### config.mk
export PLATFORM = sky130hd
export DESIGN_NAME = sync_xor_frame_deframer_top
export DESIGN_NICKNAME = d
export VERILOG_FILES = /design/src/hdl/sxfd_pkg.sv /design/src/hdl/sync_xor_frame_deframer_top.sv /design/src/hdl/sxfd_cell.sv /design/src/hdl/sxfd_check.sv
export VERILOG_INCLUDE_DIRS = /design/src /design/src/hdl
export SDC_FILE = /design/constraint.sdc
export NUM_CORES = 1
export LEC_CHECK = 0
export ABC_AREA = 1
export BUFFER_PORTS_ARGS = -buffer_cell sky130_fd_sc_hd__buf_2
export CORE_AREA = 4 4 193 120
export DETAILED_ROUTE_END_ITERATION = 16
export DIE_AREA = 0 0 197 124
export GPL_ROUTABILITY_DRIVEN = 0
export SLEW_MARGIN = 0
export SYNTH_ARGS = -nofsm -noshare
export SYNTH_HDL_FRONTEND = slang
export SYNTH_SLANG_ARGS = --single-unit
### constraint.sdc
create_clock -name clk_i -period 7 [get_ports clk_i]
set_input_delay 1.05 -clock clk_i [delete_from_list [all_inputs] [get_ports clk_i]]
set_output_delay 1.05 -clock clk_i [all_outputs]
set_load 0.02 [all_outputs]
### src/hdl/sync_xor_frame_deframer_top_macros.svh
// Assertion macros for the sync/XOR frame deframer.
// Included by the top level, which has concurrent checks; no other dependencies.
`ifndef SYNC_XOR_FRAME_DEFRAMER_TOP_MACROS_SVH
`define SYNC_XOR_FRAME_DEFRAMER_TOP_MACROS_SVH

`ifndef SYNTHESIS
// Check under clock, disabled while reset is asserted.
`define SXFD_ASSERT(name, clk, rst_n, prop) \
  name: assert property (@(posedge clk) disable iff (!rst_n) (prop)) \
    else $error("sxfd assertion failed");
// Check under clock, also active during reset.
`define SXFD_ASSERT_ALWAYS(name, clk, prop) \
  name: assert property (@(posedge clk) (prop)) \
    else $error("sxfd assertion failed");
`else
`define SXFD_ASSERT(name, clk, rst_n, prop)
`define SXFD_ASSERT_ALWAYS(name, clk, prop)
`endif

`endif

### src/hdl/sxfd_pkg.sv
// Shared constants and types for the sync/XOR frame deframer.
// No dependencies; imported by the top level and the frame check.
`timescale 1ns / 1ps

package sxfd_pkg;

  localparam int unsigned FrameLen = 15;
  localparam int unsigned CheckPos = FrameLen - 1;
  localparam int unsigned CntW     = $clog2(FrameLen + 1);

  localparam logic [7:0] SyncFirstRst  = 8'h55;
  localparam logic [7:0] SyncSecondRst = 8'hAA;

  typedef enum logic [0:0] {
    CfgSyncFirst  = 1'b0,
    CfgSyncSecond = 1'b1
  } cfg_idx_e;

  typedef logic [FrameLen-1:0][7:0] window_t;

  typedef struct packed {
    logic sync_ok;
    logic sum_ok;
  } chk_status_t;

  typedef struct packed {
    logic [31:0] x;
    logic [31:0] y;
    logic [31:0] z;
  } words_t;

endpackage

### src/hdl/sync_xor_frame_deframer_top.sv
// Top level of the sync/XOR frame deframer: cell chain, fill count, output register.
// Uses sxfd_pkg, sxfd_cell, sxfd_check and the assertion macro header.
//
//   channel  | direction | signals                          | accepted when
//   ---------+-----------+----------------------------------+----------------------------
//   config   | in        | cfg_we_i, cfg_idx_i, cfg_wdata_i  | cfg_we_i high
//   rx byte  | in        | in_valid_i/in_ready_o, rx_byte_i  | in_valid_i & in_ready_o
//   frame    | out       | out_valid_o/out_ready_i, x/y/z    | out_valid_o & out_ready_i
//
// One byte per cycle. A byte shifts through the 15-cell chain on the cycle it is taken;
// the frame check runs on that same beat and a good frame shows at the output next cycle.
// Reset clears fill count and output valid, presets sync registers; no clearing pass.
// The input stalls only when the next byte would close a window while a frame still
// waits at the output, so up to 14 bytes are taken under an output stall.
`timescale 1ns / 1ps
`include "sync_xor_frame_deframer_top_macros.svh"

module sync_xor_frame_deframer_top
  import sxfd_pkg::*;
(
  input  logic        clk_i,
  input  logic        rst_ni,
  input  logic        cfg_we_i,
  input  logic        cfg_idx_i,
  input  logic [7:0]  cfg_wdata_i,
  input  logic        in_valid_i,
  output logic        in_ready_o,
  input  logic [7:0]  rx_byte_i,
  output logic        out_valid_o,
  input  logic        out_ready_i,
  output logic [31:0] x_bits_o,
  output logic [31:0] y_bits_o,
  output logic [31:0] z_bits_o
);

  logic [7:0]      sync_first_q, sync_first_d;
  logic [7:0]      sync_second_q, sync_second_d;
  logic [CntW-1:0] cnt_q, cnt_d;
  logic            out_valid_q, out_valid_d;
  words_t          words_q, words_d;

  window_t     win, nxt;
  chk_status_t status;
  words_t      words;
  logic        in_acc, closing, frame_ok;

  // cell chain: oldest byte in cell 0, new byte enters at the tail
  for (genvar g = 0; g < FrameLen; g++) begin : g_cell
    if (g == FrameLen - 1) begin : g_tail
      assign nxt[g] = rx_byte_i;
    end else begin : g_body
      assign nxt[g] = win[g+1];
    end
    sxfd_cell u_cell (
      .clk_i  (clk_i),
      .shift_i(in_acc),
      .byte_i (nxt[g]),
      .byte_o (win[g])
    );
  end

  sxfd_check u_check (
    .win_i        (nxt),
    .sync_first_i (sync_first_q),
    .sync_second_i(sync_second_q),
    .status_o     (status),
    .words_o      (words)
  );

  assign closing    = (cnt_q == CntW'(CheckPos));
  assign in_ready_o = !(closing && out_valid_q && !out_ready_i);
  assign in_acc     = in_valid_i && in_ready_o;
  assign frame_ok   = closing && status.sync_ok && status.sum_ok;

  always_comb begin
    cnt_d = cnt_q;
    if (in_acc) begin
      if (closing) begin
        cnt_d = frame_ok ? '0 : CntW'(CheckPos);
      end else begin
        cnt_d = cnt_q + CntW'(1);
      end
    end
  end

  always_comb begin
    out_valid_d = out_valid_q && !out_ready_i;
    words_d     = words_q;
    if (in_acc && frame_ok) begin
      out_valid_d = 1'b1;
      words_d     = words;
    end
  end

  always_comb begin
    sync_first_d  = sync_first_q;
    sync_second_d = sync_second_q;
    if (cfg_we_i) begin
      case (cfg_idx_e'(cfg_idx_i))
        CfgSyncFirst:  sync_first_d  = cfg_wdata_i;
        CfgSyncSecond: sync_second_d = cfg_wdata_i;
        default: ;
      endcase
    end
  end

  always_ff @(posedge clk_i or negedge rst_ni) begin
    if (!rst_ni) begin
      cnt_q         <= '0;
      out_valid_q   <= 1'b0;
      sync_first_q  <= SyncFirstRst;
      sync_second_q <= SyncSecondRst;
    end else begin
      cnt_q         <= cnt_d;
      out_valid_q   <= out_valid_d;
      sync_first_q  <= sync_first_d;
      sync_second_q <= sync_second_d;
    end
  end

  always_ff @(posedge clk_i) begin
    words_q <= words_d;
  end

  assign out_valid_o = out_valid_q;
  assign x_bits_o    = words_q.x;
  assign y_bits_o    = words_q.y;
  assign z_bits_o    = words_q.z;

  // count is unknown until reset is asserted
  `SXFD_ASSERT_ALWAYS(a_cnt_range, clk_i, !rst_ni || (cnt_q <= CntW'(CheckPos)))
  `SXFD_ASSERT(a_good_frame, clk_i, rst_ni, (in_acc && frame_ok) |=> (out_valid_q && cnt_q == '0))
  `SXFD_ASSERT(a_fill_step, clk_i, rst_ni, (in_acc && !closing) |=> (cnt_q == $past(cnt_q) + CntW'(1)))
  `SXFD_ASSERT(a_bad_frame, clk_i, rst_ni, (in_acc && closing && !frame_ok) |=> (cnt_q == CntW'(CheckPos)))
  `SXFD_ASSERT(a_stall_cause, clk_i, rst_ni, !in_ready_o |-> (out_valid_q && closing))

endmodule

### src/hdl/sxfd_cell.sv
// One byte cell of the sliding window shift line.
// Depends on nothing but the clock; chained by the top level.
`timescale 1ns / 1ps

module sxfd_cell (
  input  logic       clk_i,
  input  logic       shift_i,
  input  logic [7:0] byte_i,
  output logic [7:0] byte_o
);

  logic [7:0] byte_q, byte_d;

  always_comb begin
    byte_d = byte_q;
    if (shift_i) begin
      byte_d = byte_i;
    end
  end

  always_ff @(posedge clk_i) begin
    byte_q <= byte_d;
  end

  assign byte_o = byte_q;

endmodule

### src/hdl/sxfd_check.sv
// Frame check: sync bytes, XOR checksum over the payload, word assembly.
// Uses sxfd_pkg; purely combinational.
`timescale 1ns / 1ps

module sxfd_check
  import sxfd_pkg::*;
(
  input  window_t     win_i,
  input  logic [7:0]  sync_first_i,
  input  logic [7:0]  sync_second_i,
  output chk_status_t status_o,
  output words_t      words_o
);

  localparam int unsigned NumPairs = (CheckPos - 2) / 2;

  logic [NumPairs-1:0][7:0] pair_x;
  logic [7:0]               sum;

  // first tree level: independent pairs of payload bytes
  always_comb begin
    for (int i = 0; i < NumPairs; i++) begin
      pair_x[i] = win_i[2 + 2*i] ^ win_i[3 + 2*i];
    end
  end

  assign sum = (pair_x[0] ^ pair_x[1]) ^ (pair_x[2] ^ pair_x[3]) ^ (pair_x[4] ^ pair_x[5]);

  assign status_o.sync_ok = (win_i[0] == sync_first_i) && (win_i[1] == sync_second_i);
  assign status_o.sum_ok  = (sum == win_i[CheckPos]);

  assign words_o.x = {win_i[5],  win_i[4],  win_i[3],  win_i[2]};
  assign words_o.y = {win_i[9],  win_i[8],  win_i[7],  win_i[6]};
  assign words_o.z = {win_i[13], win_i[12], win_i[11], win_i[10]};

endmodule
# After elaboration in Yosys (flattened, before gate mapping)
# Cells that the tools add are included.
[op_classes] div_mod_pow=0 bitwise_logic=12 reduce_logical=12 add_sub_neg=1 mux=3 magnitude_cmp=0 n_mul=0 n_eq_ne=4 shift=0
[ops] op="bitwise XOR 8 bit" count=11
[ops] op="equality test 8 bit" count=3
[ops] op="logical AND 1 bit" count=8
[ops] op="two-way mux 4 bit" count=2
[ops] op="adder 4 x 1 -> 4 bit (second input constant)" count=1
[ops] op="equality test 4 bit (second input constant)" count=1
[ops] op="AND reduction 2 bit" count=2
[ops] op="zero test 1 bit" count=2
[ops] op="two-way mux 1 bit" count=1
[ops] op="NOT 1 bit" count=1
[totals] register_bits=229 ram_bits=0 latchBits=0 n_memories=0 mem_bits_ro=0 inputBits=22

# Depth between registers and ports, before layout
# Gate-level depths: netlist (run 1).
[depth] depth_word=8 ltp_mapped=17 depth_no_buf=17

# Modules after synthesis
# Synthesis (run 1) repeated with hierarchy kept, for this count alone.
[unflattened] cells_unflattened=1086 hier_area_um2=10742.8
[by_module_without_submodules] mod="sync_xor_frame_deframer_top" n_inst=1 seq_area_each_um2=3418.3 area_each_um2=3822.4 cells_per_inst=203
[by_module_without_submodules] mod="sxfd_check" n_inst=1 seq_area_each_um2=0.0 area_each_um2=3557.2 cells_per_inst=771
[by_module_without_submodules] mod="sxfd_cell" n_inst=14 seq_area_each_um2=240.2 area_each_um2=240.2 cells_per_inst=8

# Least setup slack after synthesis (run 1)
# OpenSTA, ideal clock, no wires.
[synth_path] path_type="input to register" startpoint="in rx_byte_i[0]" endpoint="reg words_q (netlist bit x_bits_o[0]) (enable)" required_ns=6.449 slack_ns=0.603 setup_ns=0.551 cell_stages=11 t_arrival_ns=5.845 path_cell_list="xor2_1 > nand3_1 > nand2_1 > inv_1 > nor2_1 > nor2_1 > nor2_1 > nand2_1 > nor2_1 > nand2_1 > nor2_1"
[synth_between] elab_chain_cells=3
[synth_rtl] item="start, declared" line_no="sync_xor_frame_deframer_top.sv:28" text="input logic [7:0] rx_byte_i,"
[synth_rtl] item="equality test 8 bit" line_no="sxfd_check.sv:30" text="assign status_o.sum_ok = (sum == win_i[CheckPos]);"
[synth_rtl] item="logical AND 1 bit" line_no="sync_xor_frame_deframer_top.sv:73" text="assign frame_ok = closing && status.sync_ok && status.sum_ok;"
[synth_rtl] item="logical AND 1 bit" line_no="sync_xor_frame_deframer_top.sv:89" text="if (in_acc && frame_ok) begin"
[synth_rtl] item="end signal, assigned" line_no="sync_xor_frame_deframer_top.sv:122" text="words_q <= words_d;"
[synth_rtl] item="end, declared" line_no="sync_xor_frame_deframer_top.sv:40" text="words_t words_q, words_d;"
# No other way between the ends.
# A chain may end at the register's enable or synchronous reset.

# Final worst setup path (run 1)
[layout_path] startpoint="reg cnt_q[0]" endpoint="reg words_q (netlist bit z_bits_o[15]) (enable)"
[layout_between] elab_chain_cells=6
[layout_rtl] item="start, declared" line_no="sync_xor_frame_deframer_top.sv:38" text="logic [CntW-1:0] cnt_q, cnt_d;"
[layout_rtl] item="start signal, assigned" line_no="sync_xor_frame_deframer_top.sv:114" text="cnt_q <= cnt_d;"
[layout_rtl] item="equality test 4 bit (*)" line_no="sync_xor_frame_deframer_top.sv:70" text="assign closing = (cnt_q == CntW'(CheckPos));"
[layout_rtl] item="logical AND 1 bit (2 in a row)" line_no="sync_xor_frame_deframer_top.sv:71" text="assign in_ready_o = !(closing && out_valid_q && !out_ready_i);"
[layout_rtl] item="zero test 1 bit" line_no="sync_xor_frame_deframer_top.sv:71"
[layout_rtl] item="logical AND 1 bit" line_no="sync_xor_frame_deframer_top.sv:72" text="assign in_acc = in_valid_i && in_ready_o;"
[layout_rtl] item="logical AND 1 bit (*)" line_no="sync_xor_frame_deframer_top.sv:89"
# Every way passes the cells marked *; elsewhere a longest branch is shown, timed or not.

==> run metrics, run 1 <==
gr ovfl total=0; critical path class=reg2reg; Worst Skew=20.8 ps; synthesized instance count=883; Int Power=2460 uW; Syn Nets=907; Power Density=284 nW/um^2; Clk pin slew, worst setup/hold paths=60 ps; Yosys reg bits=229; Crit. Startpoint=cnt_q[0]; TritonCTS clock tree=built; Critical-path top delay cell=buf_4; Synth cell types=22; Worst Path Arrival=3920 ps; fin nets=1051; vias in the first global route=5498; final worst-path cycle share=54.1%; end point of the critical path=z_bits_o[15]; # hold bufs at CTS=0; Inst Count DP=1288; antenna-violating nets left=0; vias per cell=4.45; initial core utilization=44.0%; number of antenna violations at the first check in global routing=0; Startpoint Class=register; TritonCTS Buffers=23; Ports=120; total wire length=17300 um; share of layout cells above drive strength 1=16.5%; max-slew violation count=0; die area=24400 um^2; Post-Syn Area=9490 um^2; largest net degree at the start of global routing=64; Min-Delay Path Class=reg2reg; RSZ-0062 raised after global routing=false; setup bufs post-CTS=0; Design Area, Final=11300 um^2; IO Port Bufs=119; ant diodes=0; post-CTS resize count=0; Layout area overhead=18.8%; Chip Width=197 um; cell mode on critical path=nor2_1; R2R Path Start=cnt_q[0]; R2R cell count=15; Tmin final=3790 ps; critical path's largest stage delay=820 ps; CORE AREA=21500 um^2; Setup violations, final=0; Via Count=5916; worst-case clock buffer depth=3; Final Hold Viols=0; first-pass GRT wire length=27700 um; DP HPWL=11500 um; clk sinks=229; final non-filler cell total=1330; Psw=744 uW; Root Driver=clkbuf_16; CP Max Fanout=63; Die Y=124 um; placed cell area=10500 um^2; status=complete, no violations; critical path capture point type=register; CP cell instances=inv_1 > ha_1 > nand2_2 > nor2_4 > o21ai_2 > nor2_1 > nand3_1 > nor2_1 > nand3_1 > nor2_1 > nand2_1 > nor2_1 > nand2_1 > nor2_4 > buf_4; number of max-cap violations=0; Net Sw Frac=23.2%; share of power burned in registers=50.6%; Avg Inst Size Synth=10.7 um^2; CP required=7130 ps; setup TNS=0 ps; Worst R2R End=z_bits_o[15]; number of remaining DRC errors=0; H-Tree Depth=1; register area share after synthesis=71.5%; Gate power share=8.3%; clk_lat worst skew=510 ps; starting DRC count in detailed routing=308; Slew HR=39.1%; VDD IR-drop max=0.164 mV; Avg WL per Cell=13.0 um; Total GRT Usage=14.1%; Rows=42; clock network fraction of design power=41.1%; hold depth=0; Peak Freq=264 MHz; R2R setup slack=3210 ps; Slew @ Worst Pin=911 ps; Yosys warning count=0; Leak=0.00513 uW; drt pass-1 iters=4
==> layout by cell type, fill, tap and decap left out, types with 4 or more instances in the layout <==
cell type  count
nor2_1        32
a21oi_1        4
o21ai_0       20
nand3_1       26
nand2_1      401
clkinv_1       4
xor2_1         8
dfstp_2        8
clkbuf_16     23
dfrtp_1       13
xnor2_1       17
inv_1        126
bufinv_16      5
edfxtp_1     208
buf_2        119
==> cells in the mapped netlist <==
| cell | n | area, um^2 |
|---|---|---|
| dfrtp_1 | 13 | 325 |
| a21oi_1 | 4 | 20.0 |
| o22ai_1 | 1 | 6.26 |
| nand3b_1 | 3 | 22.5 |
| ha_1 | 2 | 25.0 |
| and2_1 | 3 | 18.8 |
| dfstp_2 | 8 | 210 |
| o21a_1 | 1 | 7.51 |
| nor2_4 | 1 | 11.3 |
| nand2_2 | 2 | 12.5 |
| edfxtp_1 | 208 | 6250 |
| inv_1 | 127 | 477 |
| nand3_1 | 26 | 130 |
| nor2_1 | 33 | 124 |
| a31oi_1 | 1 | 6.26 |
| o21ai_0 | 20 | 100 |
| nand2_1 | 401 | 1510 |
| xnor2_1 | 17 | 149 |
| or2_2 | 1 | 6.26 |
| xor2_1 | 8 | 70.1 |
| o21ai_2 | 1 | 8.76 |
| clkbuf_1 | 2 | 7.51 |
==> how the worst min path moves through the flow <==
stage / slack, ps / from / endpoint
finish: 480 / g_cell[2].u_cell.byte_o[3] / g_cell[1].u_cell.byte_o[3]
global route: 490 / g_cell[2].u_cell.byte_o[3] / g_cell[1].u_cell.byte_o[3]
CTS: 480 / g_cell[2].u_cell.byte_o[5] / g_cell[1].u_cell.byte_o[5]
detailed placement: 470 / g_cell[2].u_cell.byte_o[5] / g_cell[1].u_cell.byte_o[5]
global placement: 460 / g_cell[2].u_cell.byte_o[3] / g_cell[1].u_cell.byte_o[3]
floorplan: 430 / g_cell[2].u_cell.byte_o[6] / g_cell[1].u_cell.byte_o[6]
==> worst max-delay path: cells and delay by family (launching register included) <==
kind	cells	cell delay, ps
simple gates	11	1830
fa+ha+maj	1	160
compound gates	1	80
buf+inv	2	910
flops	1	390
==> state kept, by name (all words and copies together), names as in the netlist <==
register and cells:
cnt_q 4, g_cell.u_cell.byte_o 112, out_valid_o 1, sync_first_q 8, sync_second_q 8, x_bits_o 32
y_bits_o 32, z_bits_o 32
==> power by group through the flow <==
stage	Sequential (uW)	Clock, uW	Combinational (uW)
after floorplan	1640	0	211
after global routing	1630	1410	312
after detailed placement	1650	0	267
after global placement	1650	0	260
final	1620	1320	264
after CTS	1620	1350	268
==> layer usage <==
metal | global-route usage (%) | vias to the layer above | wire (um)
met2 | 21.0 | 98 | 7190
met5 | 0 | - | 0
li1 | - | 3113 | -
met1 | 21.4 | 2677 | 9060
met4 | 3.38 | 0 | 356
met3 | 2.73 | 28 | 729
==> per-stage QoR <==
step / power, uW / hold slack, ps / util (%) / setup slack (ps)
5_1_grt: 3360 / 486 / 52.3 / 2700
4_1_cts: 3250 / 481 / 52.3 / 3100
3_5_place_dp: 1920 / 466 / 48.5 / 2770
6_report: 3200 / 483 / 52.3 / 3210
2_1_floorplan: 1850 / 426 / - / 603
3_3_place_gp: 1910 / 462 / 48.5 / 2850
==> kinds of logic after synthesis <==
family,share of synthesized area [%]
AND/OR/NAND/NOR,19.3
flip-flops,71.5
buffers and inverters,5.10
AO/OA/AOI/OAI,1.57
XOR/XNOR,2.31
adder cells (fa/ha/maj),0.264
==> layout make-up <==
type	instances	area, um^2
tap	286	358
multi-input combinational	525	2230
timing repair buffer	121	611
clock buffer	25	583
sequential	229	6780
inverter	127	479
clock inverter	17	234
fill	1843	10300
No activity file was read; power rests on OpenSTA's default activity.
==> run 2, diff against run 1 <==
--- a/config.mk
+++ b/config.mk
@@ -6,11 +6,11 @@
 export SDC_FILE = /design/constraint.sdc
 export NUM_CORES = 1
 export LEC_CHECK = 0
-export ABC_AREA = 1
+export ABC_AREA = 0
 export BUFFER_PORTS_ARGS = -buffer_cell sky130_fd_sc_hd__buf_2
-export CORE_AREA = 4 4 193 120
+export CORE_AREA = 4 4 181 113
 export DETAILED_ROUTE_END_ITERATION = 16
-export DIE_AREA = 0 0 197 124
+export DIE_AREA = 0 0 185 117
 export GPL_ROUTABILITY_DRIVEN = 0
 export SLEW_MARGIN = 0
 export SYNTH_ARGS = -nofsm -noshare
==> constraint.sdc (replaced) <==
create_clock -name clk_i -period 3.5 [get_ports clk_i]
set_input_delay 0.525 -clock clk_i [delete_from_list [all_inputs] [get_ports clk_i]]
set_output_delay 0.525 -clock clk_i [all_outputs]
set_load 0.02 [all_outputs]
==> run metrics, run 2 <==
Die Y=117 um; Yosys reg bits=229; share of layout cells above drive strength 1=34.8%; total wire length=13700 um; top-count cell post-synth=edfxtp_1; post-CTS resize count=0; initial core utilization=44.3%; H-Tree Depth=1; status=complete, no violations; Post-Syn Area=8290 um^2; TritonCTS clock tree=built; die area=21600 um^2; Yosys top cell area share=75.3%; Root Driver=clkbuf_16; antenna-violating nets left=0; max reg flops=112; Avg Inst Size Synth=22.4 um^2; Final Hold Viols=0; starting DRC count in detailed routing=283; Synth cell types=27; Chip Width=185 um; first-pass GRT wire length=20800 um; Ports=120; Avg WL per Cell=17.7 um; clk sinks=229; drt pass-1 iters=5; # hold bufs at CTS=0; Power Density=594 nW/um^2; Peak Freq=365 MHz; Worst Skew=9.21 ps; Slew @ Worst Pin=872 ps; Startpoint Class=register; IO Port Bufs=119; VDD IR-drop max=0.348 mV; Leak=0.00370 uW; RSZ-0062 raised after global routing=false; Min-Delay Path Class=in2async; Critical-path top delay cell=xnor3_1; number of synthesized flops with an enable pin=208; Rows=39; most common cell after layout, fill and taps aside=edfxtp_1; Clk pin slew, worst setup/hold paths=60 ps; CP required=3650 ps; CP Max Fanout=60; top cells by count, synth=208 x edfxtp_1, 52 x xnor2_1, 21 x xnor3_1; Worst Setup Slack, final=759 ps; Post-synth ARST share=9.17%; final worst-path cycle share=78.3%; area leader, netlist=edfxtp_1; critical path capture point type=register; synthesized instance count=371; setup TNS=0 ps; DP HPWL=8770 um; Tmin final=2740 ps; fin nets=539; Syn Nets=395; number of antenna violations at the first check in global routing=0; dpl ws=598 ps; Via Count=3704; max-slew violation count=0; FILL cells=1500; register area share after synthesis=81.8%; Setup violations, final=0; number of remaining DRC errors=0; cell mode on critical path=xnor2_1; R2R cell count=6; Total GRT Usage=12.5%; setup bufs post-CTS=0; synth top area cells=edfxtp_1 75%, xnor3_1 5.7%, xnor2_1 5.5%, dfrtp_1 3.9%, dfstp_2 2.5%; CP cell instances=xnor2_1 > xnor3_1 > xnor2_1 > nand4_1 > nor4_4 > buf_12; vias in the first global route=3617; ant diodes=0; Yosys warning count=0; critical path class=reg2reg; TritonCTS Buffers=21; CORE AREA=18700 um^2; clk_lat worst skew=480 ps; worst-case clock buffer depth=3; Pwr Total=5900 uW; largest net degree at the start of global routing=101; gr ovfl total=0; final core occ=53.0%; Worst Path Arrival=2890 ps; critical path's largest stage delay=470 ps; number of max-cap violations=0; top_reg_cell synth=edfxtp_1; most frequent cells in the layout=208 x edfxtp_1, 119 x buf_2, 49 x xnor2_1; vias per cell=4.78; Layout area overhead=19.7%; Slew HR=41.7%
==> run 2: worst max-delay path: cells and delay by family (launching register included) <==
| kind | cells | cell delay, ps |
|---|---|---|
| and+or+nand+nor | 2 | 570 |
| xor gates and xnor gates | 3 | 1020 |
| buffers and inverters | 1 | 330 |
| DFF | 1 | 430 |
==> run 2: final cells by class <==
cell class | count | area [um^2] | share of cell area (%)
clock buffers | 29 | 586 | 5.90
clock inverters | 8 | 60.1 | 0.605
inverters | 4 | 18.8 | 0.189
multi-input cells | 137 | 1520 | 15.3
flip-flops and latches | 229 | 6780 | 68.3
well taps | 246 | 308 | 3.10
repair buffers | 122 | 656 | 6.61
==> run 2: cell families after synthesis <==
| kind of cell | synth area share, % |
|---|---|
| DFF | 81.8 |
| and+or+nand+nor | 1.60 |
| adders and majority gates | 0.302 |
| xor gates and xnor gates | 13.5 |
| muxes | 2.17 |
| buffers and inverters | 0.226 |
| AOI/OAI and AO/OA | 0.483 |
==> run 2: layer usage <==
| metal | global-route usage [%] | wire length (um) | vias to the layer above |
|---|---|---|---|
| li1 | - | - | 1701 |
| met1 | 20.0 | 6860 | 1867 |
| met2 | 16.7 | 5450 | 109 |
| met3 | 4.01 | 1130 | 27 |
| met4 | 2.74 | 276 | 0 |
| met5 | 0 | 0 | - |
==> run 2: path summary, 6_finish.rpt <==
path                                                   from                     endpoint  slack (ps)
worst max register to register  g_cell[12].u_cell.byte_o[3]                 z_bits_o[28]         760
worst min register to register   g_cell[2].u_cell.byte_o[2]   g_cell[1].u_cell.byte_o[2]         470
worst max-delay path            g_cell[12].u_cell.byte_o[3]                 z_bits_o[28]         760
max in group asynchronous                            rst_ni             sync_second_q[3]        3120
worst min-delay path                                 rst_ni                     cnt_q[2]           9
min in group clk_i                             rx_byte_i[3]  g_cell[14].u_cell.byte_o[3]         240
==> run 2: power breakdown <==
group / internal [uW] / leakage (uW) / total [uW] / switching (uW)
Sequential: 3140 / 0.00220 / 3240 / 104
Combinational: 272 / 0.00119 / 498 / 226
Clock: 1240 / 0.000318 / 2160 / 918
Total: 4650 / 0.00370 / 5900 / 1250
==> run 2: metrics by stage <==
step                      area (um^2)  hold WS [ps]  instances
after CTS                        9930         0.511        775
after global placement           9280           457        738
after floorplan                  8320           229        371
after global routing             9930          22.8        775
after detailed placement         9280           463        738
final                            9930          8.95        775
==> run 3, diff against run 2 <==
--- a/config.mk
+++ b/config.mk
@@ -6,12 +6,13 @@
 export SDC_FILE = /design/constraint.sdc
 export NUM_CORES = 1
 export LEC_CHECK = 0
-export ABC_AREA = 0
+export ABC_AREA = 1
 export BUFFER_PORTS_ARGS = -buffer_cell sky130_fd_sc_hd__buf_2
-export CORE_AREA = 4 4 181 113
+export CORE_AREA = 4 4 193 120
 export DETAILED_ROUTE_END_ITERATION = 16
-export DIE_AREA = 0 0 185 117
+export DIE_AREA = 0 0 197 124
 export GPL_ROUTABILITY_DRIVEN = 0
+export PLACE_DENSITY = 0.66
 export SLEW_MARGIN = 0
 export SYNTH_ARGS = -nofsm -noshare
 export SYNTH_HDL_FRONTEND = slang
==> constraint.sdc (replaced) <==
create_clock -name clk_i -period 2.2 [get_ports clk_i]
set_input_delay 0.33 -clock clk_i [delete_from_list [all_inputs] [get_ports clk_i]]
set_output_delay 0.33 -clock clk_i [all_outputs]
set_load 0.02 [all_outputs]
==> run metrics, run 3 (synthesis gave the netlist of run 1 again) <==
status=complete, but fails checks; failing checks=setup timing; IO Port Bufs=119; placed cell area=11200 um^2; Slew @ Worst Pin=522 ps; die area=24400 um^2; CORE AREA=21500 um^2; setup TNS=-26890 ps; vias per cell=4.56; Critical-path top delay cell=dfrtp_1; Tmin final=2490 ps; Slew HR=65.2%; TritonCTS Buffers=22; DP HPWL=13100 um; Die Y=124 um; number of antenna violations at the first check in global routing=0; Worst Path Arrival=2710 ps; vias in the first global route=5962; critical path's largest stage delay=390 ps; R2R cell count=16; clk sinks=229; TritonCTS clock tree=built; VDD IR-drop max=0.499 mV; cell mode on critical path=nor2_4; initial core utilization=44.0%; Startpoint Class=register; starting DRC count in detailed routing=346; Pwr Total=10200 uW; Via Count=6496; CP required=2410 ps; Chip Width=197 um; CP cell instances=inv_2 > ha_4 > nand2_2 > nor2_4 > o21ai_2 > nor2_1 > nand3_1 > nor2_2 > nand3_2 > nor2_4 > nand2_2 > nor2_4 > nand2_2 > nor2_4 > clkbuf_16 > buf_8; gr ovfl total=0; Layout area overhead=29.0%; Ports=120; antenna-violating nets left=0; Worst Setup Slack, final=-294 ps; Peak Freq=401 MHz; hold depth=1; share of layout cells above drive strength 1=24.0%; critical path capture point type=register; Clk pin slew, worst setup/hold paths=60 ps; max-slew violation count=0; Leak=0.00565 uW; number of remaining DRC errors=0; Power Density=833 nW/um^2; final worst-path cycle share=113%; Design Area, Final=12200 um^2; number of max-cap violations=0; Min-Delay Path Class=in2reg; dpl ws=-392 ps; RSZ-0062 raised after global routing=true; CP Max Fanout=12; Worst Skew=19.3 ps; Root Driver=clkbuf_16; Avg WL per Cell=13.8 um; largest net degree at the start of global routing=49; Total GRT Usage=15.0%; max reg flops=112; Hold Slack=41.8 ps; ant diodes=0; clk_lat worst skew=500 ps; Rows=42; worst-case clock buffer depth=3; most frequent cells in the layout=398 x nand2_1, 208 x edfxtp_1, 125 x inv_1; most common cell after layout, fill and taps aside=nand2_1; total wire length=19600 um; Final Hold Viols=0; H-Tree Depth=1; drt pass-1 iters=5; first-pass GRT wire length=29500 um; fin nets=1146; Setup violations, final=96; critical path class=reg2reg
-- run 3: cell types whose count changed in the layout (fill, tap and decap cells not counted), sizes merged, moves of 16 or more --
cell   before  now
inv         3  127
nor2        1   34
nand2       3  403
xnor3      21    0
xnor2      56   17
o21ai       2   21
mux2       16    0
nand3       2   26
buf       122  209
-- run 3: stage by stage --
step | std cells | util (%)
final | 1424 | 56.8
after global routing | 1424 | 56.8
after CTS | 1416 | 55.7
after detailed placement | 1373 | 51.9
after global placement | 1373 | 51.9
after floorplan | 883 | -
-- run 3: path summary, 6_finish.rpt --
| path | start | end | slack, ps |
|---|---|---|---|
| setup / recovery | cnt_q[0] | z_bits_o[11] | -290 |
| hold / removal | rx_byte_i[0] | g_cell[14].u_cell.byte_o[0] | 40 |
| setup reg to reg | cnt_q[0] | z_bits_o[11] | -290 |
| hold reg to reg | g_cell[2].u_cell.byte_o[6] | g_cell[1].u_cell.byte_o[6] | 470 |
| max in group asynchronous | rst_ni | sync_second_q[1] | 1470 |
| min in group asynchronous | rst_ni | cnt_q[2] | 360 |
-- run 3: area by class of cell --
cell class	count	area [um^2]
flip-flops and latches	229	6780
clock buffers	29	628
fillers	1792	9310
well taps	286	358
repair buffers	217	1580
inverters	127	480
clock inverters	11	133
multi-input cells	525	2280
-- run 3: metal layers --
metal  share of wire (%)  track usage [%]  vias to the layer above
met1                  50             21.9                     3035
met3                 4.8             3.11                       22
li1                    -                -                     3309
met5                   0                0                        -
met2                  44             23.5                      130
met4                 1.5             3.25                        0
-- run 3: worst max-delay path: cells and delay by family (launching register included) --
kind	cells	cell delay, ps
flip-flops	1	390
AND/OR/NAND/NOR	11	1170
AO/OA/AOI/OAI	1	60
buffers and inverters	3	450
adder cells (fa/ha/maj)	1	130
-- run 3: power breakdown --
part | internal (uW) | switching [uW] | total (uW)
logic | 497 | 619 | 1120
clock network | 2370 | 1570 | 3940
registers | 4980 | 158 | 5140
-- run 3: repair_timing --
item	CTS	global route
pin swaps	1	9
setup endpoints to repair	97	99
buffers inserted	1	1
cloned	0	7
hold endpoints to repair	14	0
gates resized for setup	2	15
hold buffers	2	0
